## config.mk

```make
export PLATFORM = sky130hd
export DESIGN_NAME = key_event_to_hid_keyboard_report_top
export DESIGN_NICKNAME = d
export VERILOG_FILES = /design/src/hw/rtl/khid_pkg.sv /design/src/hw/rtl/khid_slot_mem.sv /design/src/hw/rtl/key_event_to_hid_keyboard_report_top.sv
export SDC_FILE = /design/constraint.sdc
export NUM_CORES = 1
export LEC_CHECK = 0
export BUFFER_PORTS_ARGS = -buffer_cell sky130_fd_sc_hd__buf_2
export CAP_MARGIN = 20
export CELL_PAD_IN_SITES_DETAIL_PLACEMENT = 1
export CELL_PAD_IN_SITES_GLOBAL_PLACEMENT = 2
export CORE_UTILIZATION = 42
export DETAILED_ROUTE_END_ITERATION = 7
export PLACE_DENSITY_LB_ADDON = 0.1
export SLEW_MARGIN = 20
export SYNTH_ARGS = -nofsm -noshare
export SYNTH_HDL_FRONTEND = slang
export SYNTH_SLANG_ARGS = --single-unit
```

## constraint.sdc

```tcl
create_clock -name i_clk -period 7.97 [get_ports i_clk]
set_clock_uncertainty 0.2 [all_clocks]
set_input_delay 0.3985 -clock i_clk [delete_from_list [all_inputs] [get_ports i_clk]]
set_output_delay 0.3985 -clock i_clk [all_outputs]
set_load 0.005 [all_outputs]
```

## src/hw/rtl/khid_pkg.sv

```systemverilog
`default_nettype none
// ----------------------------------------------------------------------------
// khid_pkg
// Shared types, codes and lookup functions of the HID keyboard report block.
// ----------------------------------------------------------------------------
package khid_pkg;

    localparam int VK_W     = 8;
    localparam int USAGE_W  = 8;
    localparam int REPORT_SLOTS = 6;

    typedef enum logic [1:0] {
        FUNC_PRESS   = 2'd0,
        FUNC_RELEASE = 2'd1,
        FUNC_RESET   = 2'd2,
        FUNC_NONE    = 2'd3
    } t_func;

    typedef enum logic [1:0] {
        ST_OK       = 2'd0,
        ST_UNMAPPED = 2'd1,
        ST_FULL     = 2'd2,
        ST_NOT_HELD = 2'd3
    } t_status;

    // Generic modifier keys map to one bit of the modifier byte, others to zero.
    function automatic logic [USAGE_W-1:0] modifier_bit(input logic [VK_W-1:0] vk);
        logic [USAGE_W-1:0] m;
        m = '0;
        case (vk)
            8'h10:   m = 8'h02;
            8'h11:   m = 8'h01;
            8'h12:   m = 8'h04;
            8'h5B:   m = 8'h08;
            8'h5C:   m = 8'h80;
            default: m = '0;
        endcase
        return m;
    endfunction

    // Virtual-key to HID usage; zero means unmapped.
    function automatic logic [USAGE_W-1:0] vk_to_usage(input logic [VK_W-1:0] vk);
        logic [USAGE_W-1:0] u;
        u = '0;
        case (vk)
            8'h08: u = 8'h2A; 8'h09: u = 8'h2B; 8'h0D: u = 8'h28; 8'h13: u = 8'h48;
            8'h14: u = 8'h39; 8'h15: u = 8'h90; 8'h1B: u = 8'h29; 8'h20: u = 8'h2C;
            8'h21: u = 8'h4B; 8'h22: u = 8'h4E; 8'h23: u = 8'h4D; 8'h24: u = 8'h4A;
            8'h25: u = 8'h50; 8'h26: u = 8'h52; 8'h27: u = 8'h4F; 8'h28: u = 8'h51;
            8'h2B: u = 8'h74; 8'h2C: u = 8'h46; 8'h2D: u = 8'h49; 8'h2E: u = 8'h4C;
            8'h2F: u = 8'h75;
            8'h30: u = 8'h27; 8'h31: u = 8'h1E; 8'h32: u = 8'h1F; 8'h33: u = 8'h20;
            8'h34: u = 8'h21; 8'h35: u = 8'h22; 8'h36: u = 8'h23; 8'h37: u = 8'h24;
            8'h38: u = 8'h25; 8'h39: u = 8'h26;
            8'h41: u = 8'h04; 8'h42: u = 8'h05; 8'h43: u = 8'h06; 8'h44: u = 8'h07;
            8'h45: u = 8'h08; 8'h46: u = 8'h09; 8'h47: u = 8'h0A; 8'h48: u = 8'h0B;
            8'h49: u = 8'h0C; 8'h4A: u = 8'h0D; 8'h4B: u = 8'h0E; 8'h4C: u = 8'h0F;
            8'h4D: u = 8'h10; 8'h4E: u = 8'h11; 8'h4F: u = 8'h12; 8'h50: u = 8'h13;
            8'h51: u = 8'h14; 8'h52: u = 8'h15; 8'h53: u = 8'h16; 8'h54: u = 8'h17;
            8'h55: u = 8'h18; 8'h56: u = 8'h19; 8'h57: u = 8'h1A; 8'h58: u = 8'h1B;
            8'h59: u = 8'h1C; 8'h5A: u = 8'h1D;
            8'h5B: u = 8'hE3; 8'h5C: u = 8'hE7; 8'h5D: u = 8'h65; 8'h5F: u = 8'hF8;
            8'h60: u = 8'h62; 8'h61: u = 8'h59; 8'h62: u = 8'h5A; 8'h63: u = 8'h5B;
            8'h64: u = 8'h5C; 8'h65: u = 8'h5D; 8'h66: u = 8'h5E; 8'h67: u = 8'h5F;
            8'h68: u = 8'h60; 8'h69: u = 8'h61;
            8'h6A: u = 8'h55; 8'h6B: u = 8'h57; 8'h6C: u = 8'h58; 8'h6D: u = 8'h56;
            8'h6E: u = 8'h63; 8'h6F: u = 8'h54;
            8'h70: u = 8'h3A; 8'h71: u = 8'h3B; 8'h72: u = 8'h3C; 8'h73: u = 8'h3D;
            8'h74: u = 8'h3E; 8'h75: u = 8'h3F; 8'h76: u = 8'h40; 8'h77: u = 8'h41;
            8'h78: u = 8'h42; 8'h79: u = 8'h43; 8'h7A: u = 8'h44; 8'h7B: u = 8'h45;
            8'h7C: u = 8'h68; 8'h7D: u = 8'h69; 8'h7E: u = 8'h6A; 8'h7F: u = 8'h6B;
            8'h80: u = 8'h6C; 8'h81: u = 8'h6D; 8'h82: u = 8'h6E; 8'h83: u = 8'h6F;
            8'h84: u = 8'h70; 8'h85: u = 8'h71; 8'h86: u = 8'h72; 8'h87: u = 8'h73;
            8'h90: u = 8'h53; 8'h91: u = 8'h47;
            8'hA0: u = 8'hE1; 8'hA1: u = 8'hE5; 8'hA2: u = 8'hE0; 8'hA3: u = 8'hE4;
            8'hA4: u = 8'hE2; 8'hA5: u = 8'hE6;
            8'hA6: u = 8'hF1; 8'hA7: u = 8'hF2; 8'hA8: u = 8'hFA; 8'hA9: u = 8'hF3;
            8'hAA: u = 8'hF4; 8'hAB: u = 8'hF9; 8'hAC: u = 8'hF0; 8'hAD: u = 8'hEF;
            8'hAE: u = 8'hEE; 8'hAF: u = 8'hED; 8'hB0: u = 8'hEB; 8'hB1: u = 8'hEA;
            8'hB2: u = 8'hE9; 8'hB3: u = 8'hE8;
            8'hBA: u = 8'h33; 8'hBB: u = 8'h2E; 8'hBC: u = 8'h36; 8'hBD: u = 8'h2D;
            8'hBE: u = 8'h37; 8'hBF: u = 8'h38; 8'hC0: u = 8'h35;
            8'hDB: u = 8'h2F; 8'hDC: u = 8'h31; 8'hDD: u = 8'h30; 8'hDE: u = 8'h34;
            default: u = '0;
        endcase
        return u;
    endfunction

endpackage
`default_nettype wire

```

## src/hw/rtl/khid_slot_mem.sv

```systemverilog
`default_nettype none
// ----------------------------------------------------------------------------
// khid_slot_mem
// Key slot store: one write port, one registered read port. Per-entry valid
// bits make a never-written or cleared entry read as empty.
// ----------------------------------------------------------------------------
module khid_slot_mem #(
    parameter int DEPTH = 6,
    parameter int AW    = 3
) (
    input  wire logic                          i_clk,
    input  wire logic                          i_rst_n,
    input  wire logic                          i_clear,
    input  wire logic                          i_rd_en,
    input  wire logic [AW-1:0]                 i_rd_addr,
    input  wire logic                          i_wr_en,
    input  wire logic [AW-1:0]                 i_wr_addr,
    input  wire logic [khid_pkg::USAGE_W-1:0]  i_wr_data,
    output logic      [khid_pkg::USAGE_W-1:0]  o_rd_data
);
    import khid_pkg::*;

    logic [USAGE_W-1:0] r_mem [DEPTH];
    logic [DEPTH-1:0]   r_valid;
    logic [USAGE_W-1:0] r_rd_data;

    always_ff @(posedge i_clk) begin
        if (i_wr_en) begin
            r_mem[i_wr_addr] <= i_wr_data;
        end
    end

    always_ff @(posedge i_clk) begin
        if (!i_rst_n || i_clear) begin
            r_valid <= '0;
        end else if (i_wr_en) begin
            r_valid[i_wr_addr] <= 1'b1;
        end
    end

    always_ff @(posedge i_clk) begin
        if (i_rd_en) begin
            r_rd_data <= r_valid[i_rd_addr] ? r_mem[i_rd_addr] : '0;
        end
    end

    assign o_rd_data = r_rd_data;

endmodule
`default_nettype wire

```

## src/hw/rtl/key_event_to_hid_keyboard_report_top.sv

```systemverilog
`default_nettype none
// ----------------------------------------------------------------------------
// key_event_to_hid_keyboard_report_top
// Turns key press, release and reset events into a boot keyboard report.
// ----------------------------------------------------------------------------
// An event is taken when start is high and busy is low. Any other event than
// a reset walks the slot memory one entry per cycle (one registered read
// port), then updates one slot; the result strobe o_result_valid is
// registered in the update state, and a new event can be given in that
// strobe cycle. A reset event needs no walk and answers in the cycle after
// it is taken, with busy staying low.
// The report is shown for exactly one cycle and cannot be held off, so the
// receiver must capture it on the strobe.
module key_event_to_hid_keyboard_report_top #(
    parameter int SLOT_COUNT = 6
) (
    input  wire logic        i_clk,
    input  wire logic        i_rst_n,
    input  wire logic        start,
    output logic             busy,
    input  wire logic [1:0]  i_func,
    input  wire logic [7:0]  i_vk_code,
    output logic             o_result_valid,
    output logic [1:0]       o_status,
    output logic [7:0]       o_modifier_bits,
    output logic [7:0]       o_slot_key0,
    output logic [7:0]       o_slot_key1,
    output logic [7:0]       o_slot_key2,
    output logic [7:0]       o_slot_key3,
    output logic [7:0]       o_slot_key4,
    output logic [7:0]       o_slot_key5
);
    import khid_pkg::*;

    localparam int AW = (SLOT_COUNT > 1) ? $clog2(SLOT_COUNT) : 1;
    localparam int CW = $clog2(SLOT_COUNT + 1);
    localparam logic [CW-1:0] LAST_IDX = CW'(SLOT_COUNT);

    typedef enum logic [1:0] {
        S_IDLE,
        S_SCAN,
        S_UPDATE
    } t_state;

    t_state             r_state;
    t_func              r_func;
    logic [USAGE_W-1:0] r_usage;
    logic [USAGE_W-1:0] r_mod;
    logic [CW-1:0]      r_idx;
    logic [USAGE_W-1:0] r_slot [SLOT_COUNT];
    logic [USAGE_W-1:0] r_mods;
    t_status            r_status;
    logic               r_out_valid;

    logic [USAGE_W-1:0] n_mods;
    t_status            n_status;
    logic               w_wr_en;
    logic [AW-1:0]      w_wr_addr;
    logic [USAGE_W-1:0] w_wr_data;
    logic               w_hit;
    logic [AW-1:0]      w_hit_idx;
    logic               w_free;
    logic [AW-1:0]      w_free_idx;
    logic               w_clear;
    logic               w_rd_en;
    logic [USAGE_W-1:0] w_rd_data;
    logic [CW-1:0]      w_cap_idx;
    logic [USAGE_W-1:0] w_view [REPORT_SLOTS];

    assign busy      = (r_state != S_IDLE);
    assign w_clear   = (r_state == S_IDLE) && start && (t_func'(i_func) == FUNC_RESET);
    assign w_rd_en   = (r_state == S_SCAN) && (r_idx != LAST_IDX);
    assign w_cap_idx = r_idx - CW'(1);

    khid_slot_mem #(
        .DEPTH (SLOT_COUNT),
        .AW    (AW)
    ) u_slot_mem (
        .i_clk     (i_clk),
        .i_rst_n   (i_rst_n),
        .i_clear   (w_clear),
        .i_rd_en   (w_rd_en),
        .i_rd_addr (r_idx[AW-1:0]),
        .i_wr_en   (w_wr_en),
        .i_wr_addr (w_wr_addr),
        .i_wr_data (w_wr_data),
        .o_rd_data (w_rd_data)
    );

    // Lowest slot that holds the usage, and lowest empty slot.
    always_comb begin
        w_hit      = 1'b0;
        w_hit_idx  = '0;
        w_free     = 1'b0;
        w_free_idx = '0;
        for (int i = SLOT_COUNT - 1; i >= 0; i--) begin
            if (r_slot[i] == r_usage) begin
                w_hit     = 1'b1;
                w_hit_idx = AW'(i);
            end
            if (r_slot[i] == '0) begin
                w_free     = 1'b1;
                w_free_idx = AW'(i);
            end
        end
    end

    always_comb begin
        n_mods    = r_mods;
        n_status  = ST_OK;
        w_wr_en   = 1'b0;
        w_wr_addr = w_hit_idx;
        w_wr_data = '0;
        if (r_state == S_UPDATE) begin
            unique case (r_func)
                FUNC_PRESS: begin
                    priority if (r_mod != '0) begin
                        n_mods = r_mods | r_mod;
                    end else if (r_usage == '0) begin
                        n_status = ST_UNMAPPED;
                    end else if (w_hit) begin
                        n_status = ST_OK;
                    end else if (w_free) begin
                        w_wr_en   = 1'b1;
                        w_wr_addr = w_free_idx;
                        w_wr_data = r_usage;
                    end else begin
                        n_status = ST_FULL;
                    end
                end
                FUNC_RELEASE: begin
                    priority if (r_mod != '0) begin
                        n_mods = r_mods & ~r_mod;
                    end else if (r_usage == '0) begin
                        n_status = ST_UNMAPPED;
                    end else if (w_hit) begin
                        w_wr_en = 1'b1;
                    end else begin
                        n_status = ST_NOT_HELD;
                    end
                end
                FUNC_RESET, FUNC_NONE: begin
                    n_status = ST_OK;
                end
            endcase
        end
    end

    always_ff @(posedge i_clk) begin
        if (!i_rst_n) begin
            r_state     <= S_IDLE;
            r_out_valid <= 1'b0;
            r_mods      <= '0;
            r_idx       <= '0;
        end else begin
            r_out_valid <= 1'b0;
            unique case (r_state)
                S_IDLE: begin
                    if (start) begin
                        r_func  <= t_func'(i_func);
                        r_usage <= vk_to_usage(i_vk_code);
                        r_mod   <= modifier_bit(i_vk_code);
                        if (t_func'(i_func) == FUNC_RESET) begin
                            r_mods      <= '0;
                            r_status    <= ST_OK;
                            r_out_valid <= 1'b1;
                            for (int i = 0; i < SLOT_COUNT; i++) begin
                                r_slot[i] <= '0;
                            end
                        end else begin
                            r_idx   <= '0;
                            r_state <= S_SCAN;
                        end
                    end
                end
                S_SCAN: begin
                    // Read data is registered and belongs to the previous address.
                    if (r_idx != '0) begin
                        r_slot[w_cap_idx[AW-1:0]] <= w_rd_data;
                    end
                    if (r_idx == LAST_IDX) begin
                        r_state <= S_UPDATE;
                    end else begin
                        r_idx <= r_idx + CW'(1);
                    end
                end
                S_UPDATE: begin
                    r_mods      <= n_mods;
                    r_status    <= n_status;
                    r_out_valid <= 1'b1;
                    if (w_wr_en) begin
                        r_slot[w_wr_addr] <= w_wr_data;
                    end
                    r_state <= S_IDLE;
                end
                default: begin
                    r_state <= S_IDLE;
                end
            endcase
        end
    end

    // Slots past SLOT_COUNT show as empty in the report.
    for (genvar j = 0; j < REPORT_SLOTS; j++) begin : g_view
        if (j < SLOT_COUNT) begin : g_used
            assign w_view[j] = r_slot[j];
        end else begin : g_empty
            assign w_view[j] = '0;
        end
    end

    assign o_result_valid  = r_out_valid;
    assign o_status        = r_status;
    assign o_modifier_bits = r_mods;
    assign o_slot_key0     = w_view[0];
    assign o_slot_key1     = w_view[1];
    assign o_slot_key2     = w_view[2];
    assign o_slot_key3     = w_view[3];
    assign o_slot_key4     = w_view[4];
    assign o_slot_key5     = w_view[5];

endmodule
`default_nettype wire

```

==> results <==
- The fmax is 257.9 MHz.
- The violation count after the first detailed-route iteration is 443.
- STA classifies the critical path endpoint as a register.
- The most numerous cell type found on the critical path is sky130_fd_sc_hd__a211oi_1.
- Clock tree synthesis found a total of 138 sinks.
- The vertical die dimension is between 100 and 150 µm.
- After synthesis the netlist holds a flip-flop and latch count of about 140.
- The met1 global-route usage is about a third.
- The transition at the pin with the smallest max-transition slack is 1155 ps.
- Power spread over the standard cell area amounts to a little under 200 nW/µm².
- The critical register-to-register path startpoint is r_slot[5][6].
- Routability-driven placement finished with a final weighted congestion of 0.8585.
- The number of antenna diodes is 0.
- The largest individual stage delay along the critical path comes from the cell sky130_fd_sc_hd__or4_1.
- The depth of the worst hold-timing path is 2.
- The count of nets after finishing is 840.
- The largest net degree at the start of global routing is 57.
- In the synthesized netlist the async set-or-reset flop fraction comes to 0%.
- The maximum fanout along the worst path is 9.
- The cell area after technology mapping is 7895 µm².
- The layout overhead on the synthesized area is 13.14%.
- The worst-case clock buffer depth is 2.
- The startpoint-to-endpoint class of the critical path is register to register.
- The number of clock buffers inserted by TritonCTS is 17.
- In this run, placement finished with an instance count of 1019.
- In the global route stage, met3 resource usage came out at 4.489%.
- Setup violations remaining at the end of the flow were counted as 0.
- Setup repair after global routing left no endpoint under its margin.
- The analysis attributes to cell leakage a power of 3.158 nW.
- For this run, global-route usage on met2 was measured as 41.68%.
- After detailed routing, the average wire length per cell comes to 22.75 µm.
- The floorplan core area is about 18000 µm².
- The number of gates resized after CTS was 0.
- In this run, synthesis inferred 121 flip-flops with an integrated enable.
- The worst hold path belongs to the class input pin to register.
- During placement, the flow inserted port buffers numbering between 60 and 70.
- The tree is rooted in a sky130_fd_sc_hd__clkbuf_16.
- For this run, the leading register cell type out of synthesis is sky130_fd_sc_hd__edfxtp_1.
- The die covers approximately 19000 µm².
- In this run the tightest slew margin relative to its limit is 23.02%.
- Counting the fill cells in the layout gives ~2000.
- The worst setup path is launched from a register.
- The critical path goes through or4_1 -> a211oi_1 -> o22ai_1 -> a21oi_1 -> a41o_1 -> a211oi_1 -> o221ai_2 -> nand2_1.
- The final wirelength is 23.95 mm.
- The first-pass detailed-route iteration total is 8.
- The post-layout instance count excluding filler cells is 1053.
- The count of antenna-violating nets left after detailed routing is 0.
- The final count of hold timing violations is 0.
- After synthesis, flip-flops and latches occupy roughly half of the total area.
- The run finished, with violations left.
- In this run the most critical hold path is launched from i_rst_n.
- Subtracting the final worst setup slack from the clock period gives 3877 ps.
- The number of synthesis warnings is 0.
- The fraction of final layout cells sized beyond drive strength 1 is 16.02%.
- The most critical setup path has its startpoint at r_slot[5][6].
- The number of global-route vias before repair was 6348.
- Summed over all instances, the cell type with the most area after synthesis is sky130_fd_sc_hd__edfxtp_1.
- The final reports fail on design-rule violations.
- 73 I/O pins were placed.
- Global routing finished with a remaining overflow of 0.
- The overall global routing resource usage is 25.43%.
- IR analysis of the VDD net gives a maximum drop of 150.0 µV.
- The number of rows in the core area is 49.
- The terminus of the critical flop-to-flop path is r_slot[2][3].
- The worst path arrival time is 3760 ps.
- For the worst setup path, the data required time is 7860 ps.
- The post-route fraction of the period consumed by the critical path is 48.65%.
- The terminating pin of the worst hold path is r_idx[1].
- The tool flagged a number of max-cap violations equal to 0.
- After synthesis, the largest area contributor takes up 46.02% of total cell area.
- After technology mapping, the gate count stands at 770.
- The clock tree from TritonCTS is yes.
- The clock-pin slew on the worst setup and hold paths is 70 ps.
- The average instance in the mapped netlist occupies about 10 µm².
- After detailed routing, the number of remaining DRC violations is 9.
- Once the floorplan was initialized, standard cells occupied a little over two fifths of the core.
- Setup total negative slack on the finished layout was measured at 0 ps.
- The via count is 6254.
- The number of pins exceeding their max-slew limit in the final report was 0.
- The peak-usage layer in the global routing report is met2.
- The horizontal extent of the die is 139.1 µm.
- The first global-routing pass estimated 36.98 mm of wire.
- Counting distinct cell types in the post-synthesis netlist gives 71.
- The initial antenna violation count is 0.
- The HPWL after detailed placement is 17.26 mm.
- The post-detailed-route via-to-cell ratio is roughly 5.9.
- The largest single stage delay on the critical path is 540 ps.
- The path depth of the worst reg2reg path is 8.
- The clock insertion delay at the later pin of the skew report is 430 ps.
- The depth of the CTS H-tree is 4.
- For flop-to-flop paths, the worst setup slack is 4090 ps.
- By area the synthesized netlist is led by sky130_fd_sc_hd__edfxtp_1 (46%), sky130_fd_sc_hd__nor2_1 (5.2%), sky130_fd_sc_hd__dfxtp_1 (4.3%).
## metal layers
metal / share of wire (%) / vias up
li1: - / 2913
met1: 46 / 3114
met2: 47 / 200
met3: 5.1 / 27
met4: 1.7 / 0
met5: 0 / -
## Yosys cell counts (all sizes together) (4+ instances only)
library cell / instances
a311oi: 6
nand2b: 6
nand4: 8
nor3: 12
ha: 16
nand3: 8
nor3b: 7
o21ai: 34
nor2: 109
a211oi: 19
inv: 23
mux4: 9
nand2: 70
and2: 19
nor4: 16
o31ai: 4
a21oi: 49
o211ai: 13
nor2b: 7
xor2: 34
a21o: 4
or4: 10
mux2i: 15
buf: 19
edfxtp: 121
clkbuf: 34
o22ai: 7
a31oi: 7
a22oi: 8
xnor2: 18
dfxtp: 17
## worst max-delay path: cells and delay by family (launching register included)
kind	cells	cell delay (ps)
AO/OA/AOI/OAI	6	1910
AND/OR/NAND/NOR	2	910
flip-flops	1	490
## per-stage QoR
step	util [%]	hold slack, ps	power [mW]	setup WS, ps	instance area [µm²]
finish	49.06	159.7	1.733	4093	8932
global route	49.06	163.3	1.783	3914	8932
CTS	49.01	139.7	1.742	3864	8924
detailed placement	45.70	245.5	0.9628	3886	8320
global placement	45.70	231.2	0.9595	4152	8320
floorplan	-	219.6	0.9190	4140	7903
## layout make-up
type | count | area, µm² | area share, %
clock inverter | 15 | 157.7 | 1.765
tap | 229 | 286.5 | 3.208
inverter | 23 | 86.33 | 0.9665
multi-input combinational | 558 | 3622 | 40.55
sequential | 138 | 3974 | 44.49
timing repair buffer | 73 | 380.4 | 4.258
clock buffer | 17 | 425.4 | 4.763
## where the power goes
group	total (mW)	switching, mW	internal [mW]
Clock	0.784	0.343	0.441
Sequential	0.805	0.0155	0.789
Combinational	0.144	0.0945	0.0498
Total	1.73	0.453	1.28
## sequential cells by signal, summed over array words and instances (netlist names), 3 cells and up
signal / cells
u_slot_mem.r_mem: 48
r_mod: 5
r_usage: 8
u_slot_mem.o_rd_data: 8
u_slot_mem.r_valid: 6
o_modifier_bits: 5
r_slot: 48
r_idx: 3
## kinds of logic after synthesis
group	count (synthesis)	synth area share [%]
other	1	0.04750
xor gates and xnor gates	52	5.769
and+or+nand+nor	283	17.23
DFF	138	50.33
buffers and inverters	76	3.994
adders and majority gates	16	2.536
muxes	25	4.612
AOI/OAI and AO/OA	179	15.48
## worst max-delay path by stage
| stage | cells after the start | endpoint |
|---|---|---|
| after floorplan | 10 | r_slot[5][0] |
| after global placement | 8 | r_slot[5][4] |
| after detailed placement | 8 | r_slot[5][2] |
| after CTS | 8 | r_slot[5][3] |
| after global routing | 7 | u_slot_mem.r_mem[5][4] |
| final | 8 | r_slot[2][3] |
## cells in the final DEF, fill, tap and decap left out, types with 11 or more instances in the layout
cell                        count
sky130_fd_sc_hd__a211oi_1      17
sky130_fd_sc_hd__a21oi_1       48
sky130_fd_sc_hd__and2_1        18
sky130_fd_sc_hd__buf_2         69
sky130_fd_sc_hd__clkbuf_16     17
sky130_fd_sc_hd__dfxtp_1       17
sky130_fd_sc_hd__edfxtp_1     121
sky130_fd_sc_hd__ha_1          16
sky130_fd_sc_hd__inv_1         23
sky130_fd_sc_hd__mux2i_1       15
sky130_fd_sc_hd__nand2_1       69
sky130_fd_sc_hd__nor2_1       109
sky130_fd_sc_hd__nor3_1        11
sky130_fd_sc_hd__nor4_1        16
sky130_fd_sc_hd__o21ai_0       32
sky130_fd_sc_hd__xnor2_1       18
sky130_fd_sc_hd__xor2_1        34
## repair_timing
item,CTS,global route
setup buffers,0,0
hold endpoints to repair,2,0
hold buffers,2,0
No activity file was read; power rests on OpenSTA's default activity.
